**src/rtl/y2r_pkg.sv**
```systemverilog
package y2r_pkg;

  // Fixed-point conversion coefficients (scaled by 256).
  localparam logic signed [17:0] COEF_RV = 18'sd359;
  localparam logic signed [17:0] COEF_GU = 18'sd88;
  localparam logic signed [17:0] COEF_GV = 18'sd183;
  localparam logic signed [17:0] COEF_BU = 18'sd454;

  localparam int unsigned SUM_W = 19;

  // Per-channel chroma contributions, shared by both pixels of a pair.
  typedef struct packed {
    logic signed [17:0] r_term;
    logic signed [17:0] g_term;
    logic signed [17:0] b_term;
  } chroma_terms_t;

  // Offset-binary byte to signed chroma: U - 128 is U with its top bit flipped.
  function automatic logic signed [7:0] center_chroma(input logic [7:0] raw);
    center_chroma = {~raw[7], raw[6:0]};
  endfunction

  // Floor divide by 256, then saturate to an unsigned byte.
  function automatic logic [7:0] clamp_byte(input logic signed [SUM_W-1:0] sum);
    logic [7:0] res;
    if (sum[SUM_W-1]) begin
      res = 8'd0;
    end else if (|sum[SUM_W-2:16]) begin
      res = 8'hFF;
    end else begin
      res = sum[15:8];
    end
    clamp_byte = res;
  endfunction

  function automatic logic [15:0] pack565(input logic [7:0] red, input logic [7:0] green,
                                          input logic [7:0] blue);
    pack565 = {red[7:3], green[7:2], blue[7:3]};
  endfunction

endpackage

```
**src/rtl/y2r_if.sv**
```systemverilog
interface y2r_in_if;
  logic       valid;
  logic       ready;
  logic [7:0] luma0;
  logic [7:0] chroma_u;
  logic [7:0] luma1;
  logic [7:0] chroma_v;
  logic       frame_end;

  modport source (output valid, luma0, chroma_u, luma1, chroma_v, frame_end, input ready);
  modport sink (input valid, luma0, chroma_u, luma1, chroma_v, frame_end, output ready);
endinterface

interface y2r_out_if;
  logic        valid;
  logic        ready;
  logic [7:0]  first_blue;
  logic [7:0]  first_green;
  logic [7:0]  first_red;
  logic [7:0]  second_blue;
  logic [7:0]  second_green;
  logic [7:0]  second_red;
  logic [15:0] first_packed565;
  logic [15:0] second_packed565;
  logic        frame_end_out;

  modport source (output valid, first_blue, first_green, first_red, second_blue,
                  second_green, second_red, first_packed565, second_packed565,
                  frame_end_out, input ready);
  modport sink (input valid, first_blue, first_green, first_red, second_blue,
                second_green, second_red, first_packed565, second_packed565,
                frame_end_out, output ready);
endinterface

```
**src/rtl/y2r_pixel.sv**
```systemverilog
module y2r_pixel
  import y2r_pkg::*;
(
  input  logic          clk,
  input  logic          en_sum,
  input  logic          en_out,
  input  logic [7:0]    luma,
  input  chroma_terms_t terms,
  output logic [7:0]    blue,
  output logic [7:0]    green,
  output logic [7:0]    red,
  output logic [15:0]   packed565
);

  logic signed [SUM_W-1:0] luma_s;
  logic signed [SUM_W-1:0] sum_r_r, sum_g_r, sum_b_r;
  logic signed [SUM_W-1:0] sum_r_nxt, sum_g_nxt, sum_b_nxt;
  logic [7:0]  red_nxt, green_nxt, blue_nxt;
  logic [7:0]  red_r, green_r, blue_r;
  logic [15:0] pack_r;

  assign luma_s    = signed'({3'b000, luma, 8'h00});
  assign sum_r_nxt = luma_s + SUM_W'(terms.r_term);
  assign sum_g_nxt = luma_s + SUM_W'(terms.g_term);
  assign sum_b_nxt = luma_s + SUM_W'(terms.b_term);

  always_ff @(posedge clk) begin
    if (en_sum) begin
      sum_r_r <= sum_r_nxt;
      sum_g_r <= sum_g_nxt;
      sum_b_r <= sum_b_nxt;
    end
  end

  assign red_nxt   = clamp_byte(sum_r_r);
  assign green_nxt = clamp_byte(sum_g_r);
  assign blue_nxt  = clamp_byte(sum_b_r);

  always_ff @(posedge clk) begin
    if (en_out) begin
      red_r   <= red_nxt;
      green_r <= green_nxt;
      blue_r  <= blue_nxt;
      pack_r  <= pack565(red_nxt, green_nxt, blue_nxt);
    end
  end

  assign red       = red_r;
  assign green     = green_r;
  assign blue      = blue_r;
  assign packed565 = pack_r;

endmodule

```
**src/rtl/yuyv_to_rgb888_rgb565_unit.sv**
```systemverilog
// YUYV 4:2:2 to RGB888/RGB565 converter. Each input transaction carries one
// macro-pixel (Y0, U, Y1, V) plus an end-of-frame flag, and yields exactly one
// output transaction with both pixels as clamped 8-bit R, G, B and as packed
// RGB565, with the flag copied through. The block sustains one transaction per
// clock while the output is not stalled, through three register stages. Each
// result moves through the stage registers in order and shows as output valid
// once it reaches the third. The first stage forms the chroma products, the
// second adds luma, and the third clamps, packs and holds the result in the
// output register. Each stage advances when it is empty or its successor
// advances, so bubbles are squeezed out. While a finished result waits on a
// stalled output, input is still taken as long as an earlier stage is empty;
// once all three stages are full, input ready drops in the same cycle as the
// output stall, because ready is a combinational function of the output ready.
// There is no configuration and no state between items.
module yuyv_to_rgb888_rgb565_unit
  import y2r_pkg::*;
(
  input  logic       clk,
  input  logic       rst_n,
  y2r_in_if.sink     in_ch,
  y2r_out_if.source  out_ch
);

  // Stage valid bits travel alongside the data.
  logic v1_r, v2_r, v3_r;
  logic v1_nxt, v2_nxt, v3_nxt;
  logic en1, en2, en3;

  assign en3 = !v3_r || out_ch.ready;
  assign en2 = !v2_r || en3;
  assign en1 = !v1_r || en2;

  assign in_ch.ready = en1;

  assign v1_nxt = en1 ? in_ch.valid : v1_r;
  assign v2_nxt = en2 ? v1_r : v2_r;
  assign v3_nxt = en3 ? v2_r : v3_r;

  always_ff @(posedge clk) begin
    if (!rst_n) begin
      v1_r <= 1'b0;
      v2_r <= 1'b0;
      v3_r <= 1'b0;
    end else begin
      v1_r <= v1_nxt;
      v2_r <= v2_nxt;
      v3_r <= v3_nxt;
    end
  end

  // Stage 1: centered chroma times the fixed coefficients. These terms are
  // shared by both pixels of the pair; green gets both contributions negated.
  logic signed [7:0]  u_c, v_c;
  logic signed [17:0] u_w, v_w;
  chroma_terms_t      terms_nxt, terms_r;
  logic [7:0]         luma0_r, luma1_r;
  logic               fe1_r, fe2_r, fe3_r;

  assign u_c = center_chroma(in_ch.chroma_u);
  assign v_c = center_chroma(in_ch.chroma_v);
  assign u_w = 18'(u_c);
  assign v_w = 18'(v_c);

  assign terms_nxt.r_term = COEF_RV * v_w;
  assign terms_nxt.g_term = -(COEF_GU * u_w) - (COEF_GV * v_w);
  assign terms_nxt.b_term = COEF_BU * u_w;

  always_ff @(posedge clk) begin
    if (en1) begin
      terms_r <= terms_nxt;
      luma0_r <= in_ch.luma0;
      luma1_r <= in_ch.luma1;
      fe1_r   <= in_ch.frame_end;
    end
    if (en2) begin
      fe2_r <= fe1_r;
    end
    if (en3) begin
      fe3_r <= fe2_r;
    end
  end

  // Stages 2 and 3 live in the per-pixel datapath.
  y2r_pixel u_pix0 (
    .clk       (clk),
    .en_sum    (en2),
    .en_out    (en3),
    .luma      (luma0_r),
    .terms     (terms_r),
    .blue      (out_ch.first_blue),
    .green     (out_ch.first_green),
    .red       (out_ch.first_red),
    .packed565 (out_ch.first_packed565)
  );

  y2r_pixel u_pix1 (
    .clk       (clk),
    .en_sum    (en2),
    .en_out    (en3),
    .luma      (luma1_r),
    .terms     (terms_r),
    .blue      (out_ch.second_blue),
    .green     (out_ch.second_green),
    .red       (out_ch.second_red),
    .packed565 (out_ch.second_packed565)
  );

  assign out_ch.valid         = v3_r;
  assign out_ch.frame_end_out = fe3_r;

`ifndef NO_ASSERTIONS
  // The pipeline comes out of reset empty.
  a_reset_empty: assert property (@(posedge clk) !rst_n |=> !v1_r && !v2_r && !v3_r)
    else $error("pipeline not empty after reset");

  // An empty first stage must always be able to take a transaction.
  a_ready_when_empty: assert property (@(posedge clk) disable iff (!rst_n)
    !v1_r |-> in_ch.ready)
    else $error("input stalled with empty first stage");

  // A stalled first stage keeps its chroma terms.
  a_stage1_hold: assert property (@(posedge clk) disable iff (!rst_n)
    v1_r && !en2 |=> v1_r && $stable(terms_r))
    else $error("stage 1 lost data under stall");

  // Packed output agrees with the byte outputs for first-pixel red and second-pixel green.
  a_pack_match: assert property (@(posedge clk) disable iff (!rst_n)
    out_ch.valid |-> out_ch.first_packed565[15:11] == out_ch.first_red[7:3] &&
                     out_ch.second_packed565[10:5] == out_ch.second_green[7:2])
    else $error("RGB565 packing mismatch");
`endif

endmodule
```
**src/flat_wrapper.sv**
```systemverilog
// flat-port wrapper written by rule: the top's interface ports become plain ports
module yuyv_to_rgb888_rgb565_unit_flat import y2r_pkg::*;
  (clk, rst_n, in_ch_valid, in_ch_luma0, in_ch_chroma_u, in_ch_luma1, in_ch_chroma_v, in_ch_frame_end, in_ch_ready, out_ch_valid, out_ch_first_blue, out_ch_first_green, out_ch_first_red, out_ch_second_blue, out_ch_second_green, out_ch_second_red, out_ch_first_packed565, out_ch_second_packed565, out_ch_frame_end_out, out_ch_ready);
  y2r_in_if in_ch_i ();
  y2r_out_if out_ch_i ();
  input  logic clk;
  input  logic rst_n;
  input wire logic [$bits(in_ch_i.valid)-1:0] in_ch_valid;
  input wire logic [$bits(in_ch_i.luma0)-1:0] in_ch_luma0;
  input wire logic [$bits(in_ch_i.chroma_u)-1:0] in_ch_chroma_u;
  input wire logic [$bits(in_ch_i.luma1)-1:0] in_ch_luma1;
  input wire logic [$bits(in_ch_i.chroma_v)-1:0] in_ch_chroma_v;
  input wire logic [$bits(in_ch_i.frame_end)-1:0] in_ch_frame_end;
  output wire logic [$bits(in_ch_i.ready)-1:0] in_ch_ready;
  output wire logic [$bits(out_ch_i.valid)-1:0] out_ch_valid;
  output wire logic [$bits(out_ch_i.first_blue)-1:0] out_ch_first_blue;
  output wire logic [$bits(out_ch_i.first_green)-1:0] out_ch_first_green;
  output wire logic [$bits(out_ch_i.first_red)-1:0] out_ch_first_red;
  output wire logic [$bits(out_ch_i.second_blue)-1:0] out_ch_second_blue;
  output wire logic [$bits(out_ch_i.second_green)-1:0] out_ch_second_green;
  output wire logic [$bits(out_ch_i.second_red)-1:0] out_ch_second_red;
  output wire logic [$bits(out_ch_i.first_packed565)-1:0] out_ch_first_packed565;
  output wire logic [$bits(out_ch_i.second_packed565)-1:0] out_ch_second_packed565;
  output wire logic [$bits(out_ch_i.frame_end_out)-1:0] out_ch_frame_end_out;
  input wire logic [$bits(out_ch_i.ready)-1:0] out_ch_ready;
  assign in_ch_i.valid = in_ch_valid;
  assign in_ch_i.luma0 = in_ch_luma0;
  assign in_ch_i.chroma_u = in_ch_chroma_u;
  assign in_ch_i.luma1 = in_ch_luma1;
  assign in_ch_i.chroma_v = in_ch_chroma_v;
  assign in_ch_i.frame_end = in_ch_frame_end;
  assign in_ch_ready = in_ch_i.ready;
  assign out_ch_valid = out_ch_i.valid;
  assign out_ch_first_blue = out_ch_i.first_blue;
  assign out_ch_first_green = out_ch_i.first_green;
  assign out_ch_first_red = out_ch_i.first_red;
  assign out_ch_second_blue = out_ch_i.second_blue;
  assign out_ch_second_green = out_ch_i.second_green;
  assign out_ch_second_red = out_ch_i.second_red;
  assign out_ch_first_packed565 = out_ch_i.first_packed565;
  assign out_ch_second_packed565 = out_ch_i.second_packed565;
  assign out_ch_frame_end_out = out_ch_i.frame_end_out;
  assign out_ch_i.ready = out_ch_ready;
  yuyv_to_rgb888_rgb565_unit u_core (.clk(clk), .rst_n(rst_n), .in_ch(in_ch_i), .out_ch(out_ch_i));
endmodule
```
**config.mk**
```make
export PLATFORM = sky130hd
export DESIGN_NAME = yuyv_to_rgb888_rgb565_unit_flat
export DESIGN_NICKNAME = d
export VERILOG_FILES = /design/src/rtl/y2r_pkg.sv /design/src/rtl/y2r_if.sv /design/src/rtl/y2r_pixel.sv /design/src/rtl/yuyv_to_rgb888_rgb565_unit.sv /design/src/flat_wrapper.sv
export SDC_FILE = /design/constraint.sdc
export NUM_CORES = 1
export LEC_CHECK = 0
export BUFFER_PORTS_ARGS = -buffer_cell sky130_fd_sc_hd__buf_2
export CORE_UTILIZATION = 57
export CTS_BUF_LIST = sky130_fd_sc_hd__clkbuf_4
export DETAILED_ROUTE_END_ITERATION = 12
export GPL_TIMING_DRIVEN = 0
export PLACE_DENSITY = 0.89
export SYNTH_ARGS = -nofsm -noshare
export SYNTH_HDL_FRONTEND = slang
export SYNTH_HIERARCHICAL = 1
export SYNTH_SLANG_ARGS = --single-unit
```
**constraint.sdc**
```tcl
create_clock -name clk -period 7 [get_ports clk]
set_clock_uncertainty 0.1 [all_clocks]
set_input_delay 0.7 -clock clk [delete_from_list [all_inputs] [get_ports clk]]
set_output_delay 0.7 -clock clk [all_outputs]
set_load 0.03 [all_outputs]
```
# == Word-level counts from Yosys, hierarchy flattened ==
# Cells that the tools add are included.
# Widths: inputs -> output; s select.
# totals
in_bits,37
output_inout_bits,83
elab_cells,69
reg_bits,269
# op_classes
n_mul,4
bitwise_logic,2
reduce_logical,12
add_sub_neg,8
mux,12
# op_table
cell,count
$add 17x18->19,6
$mux 8,12
$mul 9x8->17 const A,2
$mul 10x8->18 const A,1
$neg 18->18,1
$sub 18x18->18,1
$mul 5x8->13 const A,1
$reduce_or 2->1,6
$logic_not 1->1,3
$logic_or 1x1->1,3
$not 1->1,2

# == Longest topological paths before layout ==
# depth
depth_word,4
depth_mapped,25
mapped_depth_nobuf,24

# == By module ==
# Netlist, hierarchy kept.
# by_module_without_submodules
module,cells_per_inst,area_each_um2,instances
yuyv_to_rgb888_rgb565_unit,729,7898.8,1
y2r_pixel,273,3155.5,2

# == Least setup slack after synthesis ==
# No wires, ideal clock.
# synth_timing
path_kind,input to register
startpoint,input port in_ch_chroma_u[1]
endpoint,"register u_core/terms_r[34] (netlist bit), data pin"
stages,23
required_time_ns,6.638
t_arrival_ns,6.243
path_buffers,0
setup_slack_ns,0.395
path_cell_list,ha_1 > fa_1 > ha_1 > nor2b_1 > o21a_1 > o21ai_1 > nand2b_1 > a21oi_1 > xnor2_1 > fa_1 > fa_1 > inv_1 > fa_1 > inv_1 > fa_1 > inv_1 > ha_1 > and3_1 > a31o_1 > or3_1 > o221ai_1 > a21oi_1 > xor2_1
# synth_rtl
element,line,source
start: declaration,flat_wrapper.sv:10,input wire logic [$bits(in_ch_i.chroma_u)-1:0] in_ch_chroma_u;
end signal: assignment,yuyv_to_rgb888_rgb565_unit.sv:70,terms_r <= terms_nxt;
end: declaration,yuyv_to_rgb888_rgb565_unit.sv:55,"chroma_terms_t terms_nxt, terms_r;"

==> results.sh <==
export IMPL_critPathMaxFanout=7
export IMPL_floorplan_initialDensity_pct=58.81
export IMPL_clock_path_buffers=2
export IMPL_hp_start="in_ch_luma1[5]"
export IMPL_dieHeight_um=155.5
export IMPL_syn_instance_count=1237
export IMPL_final_cell_mix="ha_1, inv_1, edfxtp_1"
export IMPL_grt_pass1_wl_um=41630
export IMPL_synthesis_nets=1560
export IMPL_die_area_mm2=0.02419
export IMPL_tightest_slew_ns=0.9829
export IMPL_clock_sinks=166
export IMPL_drt_wirelength_per_cell_um=14.94
export IMPL_detail_route_antenna_nets=0
export IMPL_cts_buffers=17
export IMPL_cts_tree="done"
export IMPL_cap_viol_max_count=0
export IMPL_grt_antenna_before_repair=1
export IMPL_worstRegToRegCells=7
export IMPL_arrival_ns=6.95
export IMPL_first_pass_iters=6
export IMPL_post_cts_buffers=0
export IMPL_fin_crit_ns=6.741
export IMPL_min_to="u_core/luma1_r[5]"
export IMPL_grt_max_degree=50
export IMPL_fp_coreArea_mm2=0.02285
export IMPL_avgViaCountPerCell=5.312
export IMPL_drt_iter0_drc=524
export IMPL_place_area_mm2=0.01447
export IMPL_syn_area_mm2=0.01344
export IMPL_slew_headroom_pct=34.47
export IMPL_cts_repair_resized=0
export IMPL_clk_pin_slew_ns=0.14
export IMPL_crit_type="input pin to flop"
export IMPL_fin_crit_sh_pct=96.30
export IMPL_routed_wl_um=25460
export IMPL_finalHoldViolations=0
export IMPL_grt_usage_pct=21.85
export IMPL_syn_to_final_growth_pct=9.638
export IMPL_whs_ns=0.2157
export IMPL_fin_nets=1700
export IMPL_clk_latency_ns=0.55
export IMPL_reg2reg_from="u_core/luma1_r[1]"
export IMPL_hold_path_class="input pin to flop"
export IMPL_final_setup_viol_count=0
export IMPL_place_ws_ns=-0.2581
export IMPL_gp_congestion=0.8945
export IMPL_final_common_cell="ha_1"
export IMPL_grt_pass1_vias=8938
export IMPL_min_path_cells=1
export IMPL_rrSetupSlack_ns=4.69
export IMPL_avgSynthCellArea_um2=10.86
export IMPL_slew_viol_final=0
export IMPL_cts_hold_buf=0
export IMPL_rsz0062_at_grt="no"
export IMPL_io_buffers=119
export IMPL_h_tree_depth=4
export IMPL_status="complete, no violations"
export IMPL_max_clock_freq_ghz=0.1483
export IMPL_fin_area_mm2=0.01473
export IMPL_dpl_cell_count=1671
export IMPL_setup_ws_ns=0.2588
export IMPL_cts_root_buf="clkbuf_4"
export IMPL_grt_overflow_total=0
export IMPL_rows=55
export IMPL_die_w_um=155.5
export IMPL_critPathLaunchType="input pin"
export IMPL_r2r_end="u_core/u_pix1/sum_b_r[18]"
export IMPL_crit_path_end_kind="flop"
export IMPL_cp_required_ns=7.21
export IMPL_hpwl_um=20920
export IMPL_drc_errors=0
export IMPL_io_pins=120
export IMPL_dr_total_vias=9051
export IMPL_ys_warn_count=6
export IMPL_instances_no_fill=1704
export IMPL_drive_above_1_share_pct=15.04
[registers in the layout (all words and copies together), names as in the netlist, 11 cells and up]
register,count
u_core/u_pix1/sum_r_r,11
u_core/u_pix1/sum_b_r,11
u_core/u_pix0/sum_r_r,11
u_core/u_pix1/sum_g_r,11
u_core/u_pix0/sum_g_r,11
u_core/u_pix0/sum_b_r,11
u_core/terms_r,30
[worst max-delay path by stage]
stage / start / to / slack, ns / cells after the start
after floorplan: in_ch_chroma_u[1] / u_core/terms_r[34] / 0.40 / 23
after global placement: in_ch_chroma_u[1] / u_core/terms_r[34] / -0.11 / 24
after detailed placement: in_ch_chroma_u[1] / u_core/terms_r[34] / -0.26 / 24
after CTS: in_ch_chroma_u[1] / u_core/terms_r[34] / 0.32 / 24
after global routing: in_ch_chroma_u[1] / u_core/terms_r[34] / 0.05 / 24
final: in_ch_chroma_u[1] / u_core/terms_r[34] / 0.26 / 24
[metal layers]
layer	up-vias	GRT usage, %	routed length (µm)
li1	4471	-	-
met1	4284	25.48	10640
met2	252	40.76	13390
met3	44	3.139	849
met4	0	7.703	574
met5	-	0	0
[through the flow]
| step | TNS (ns) | util (%) |
|---|---|---|
| floorplan | 0 | - |
| global placement | -0.1850 | 63.13 |
| detailed placement | -0.4961 | 63.34 |
| CTS | 0 | 64.47 |
| global route | 0 | 64.48 |
| finish | 0 | 64.48 |
[critical path: stages]
cell      delay (ns)
buf_2           0.17
ha_1            0.34
fa_1            0.49
ha_1            0.36
a21oi_1         0.26
nor2b_1         0.09
o21a_1          0.22
nor2_1          0.13
xnor2_1         0.15
ha_1            0.19
fa_1            0.43
fa_1            0.51
inv_1           0.05
fa_1            0.54
inv_1           0.06
fa_1            0.53
inv_1           0.04
ha_1            0.36
and3_1          0.22
a31o_1          0.23
or3_1           0.34
o221ai_1        0.24
a21oi_1         0.12
xor2_1          0.16
[layout make-up]
type / instances / area, µm²
fill: 1702 / 8115
multi-input combinational: 819 / 7423
sequential: 166 / 4955
inverter: 207 / 777.0
timing repair buffer: 121 / 635.6
tap: 313 / 391.6
buffer: 45 / 289.0
clock buffer: 18 / 135.1
clock inverter: 14 / 122.6
antenna: 1 / 2.502
Power is left out: the tool's default activity adds up to more than one toggle a clock period on the data nets, which glitch-free logic cannot reach.
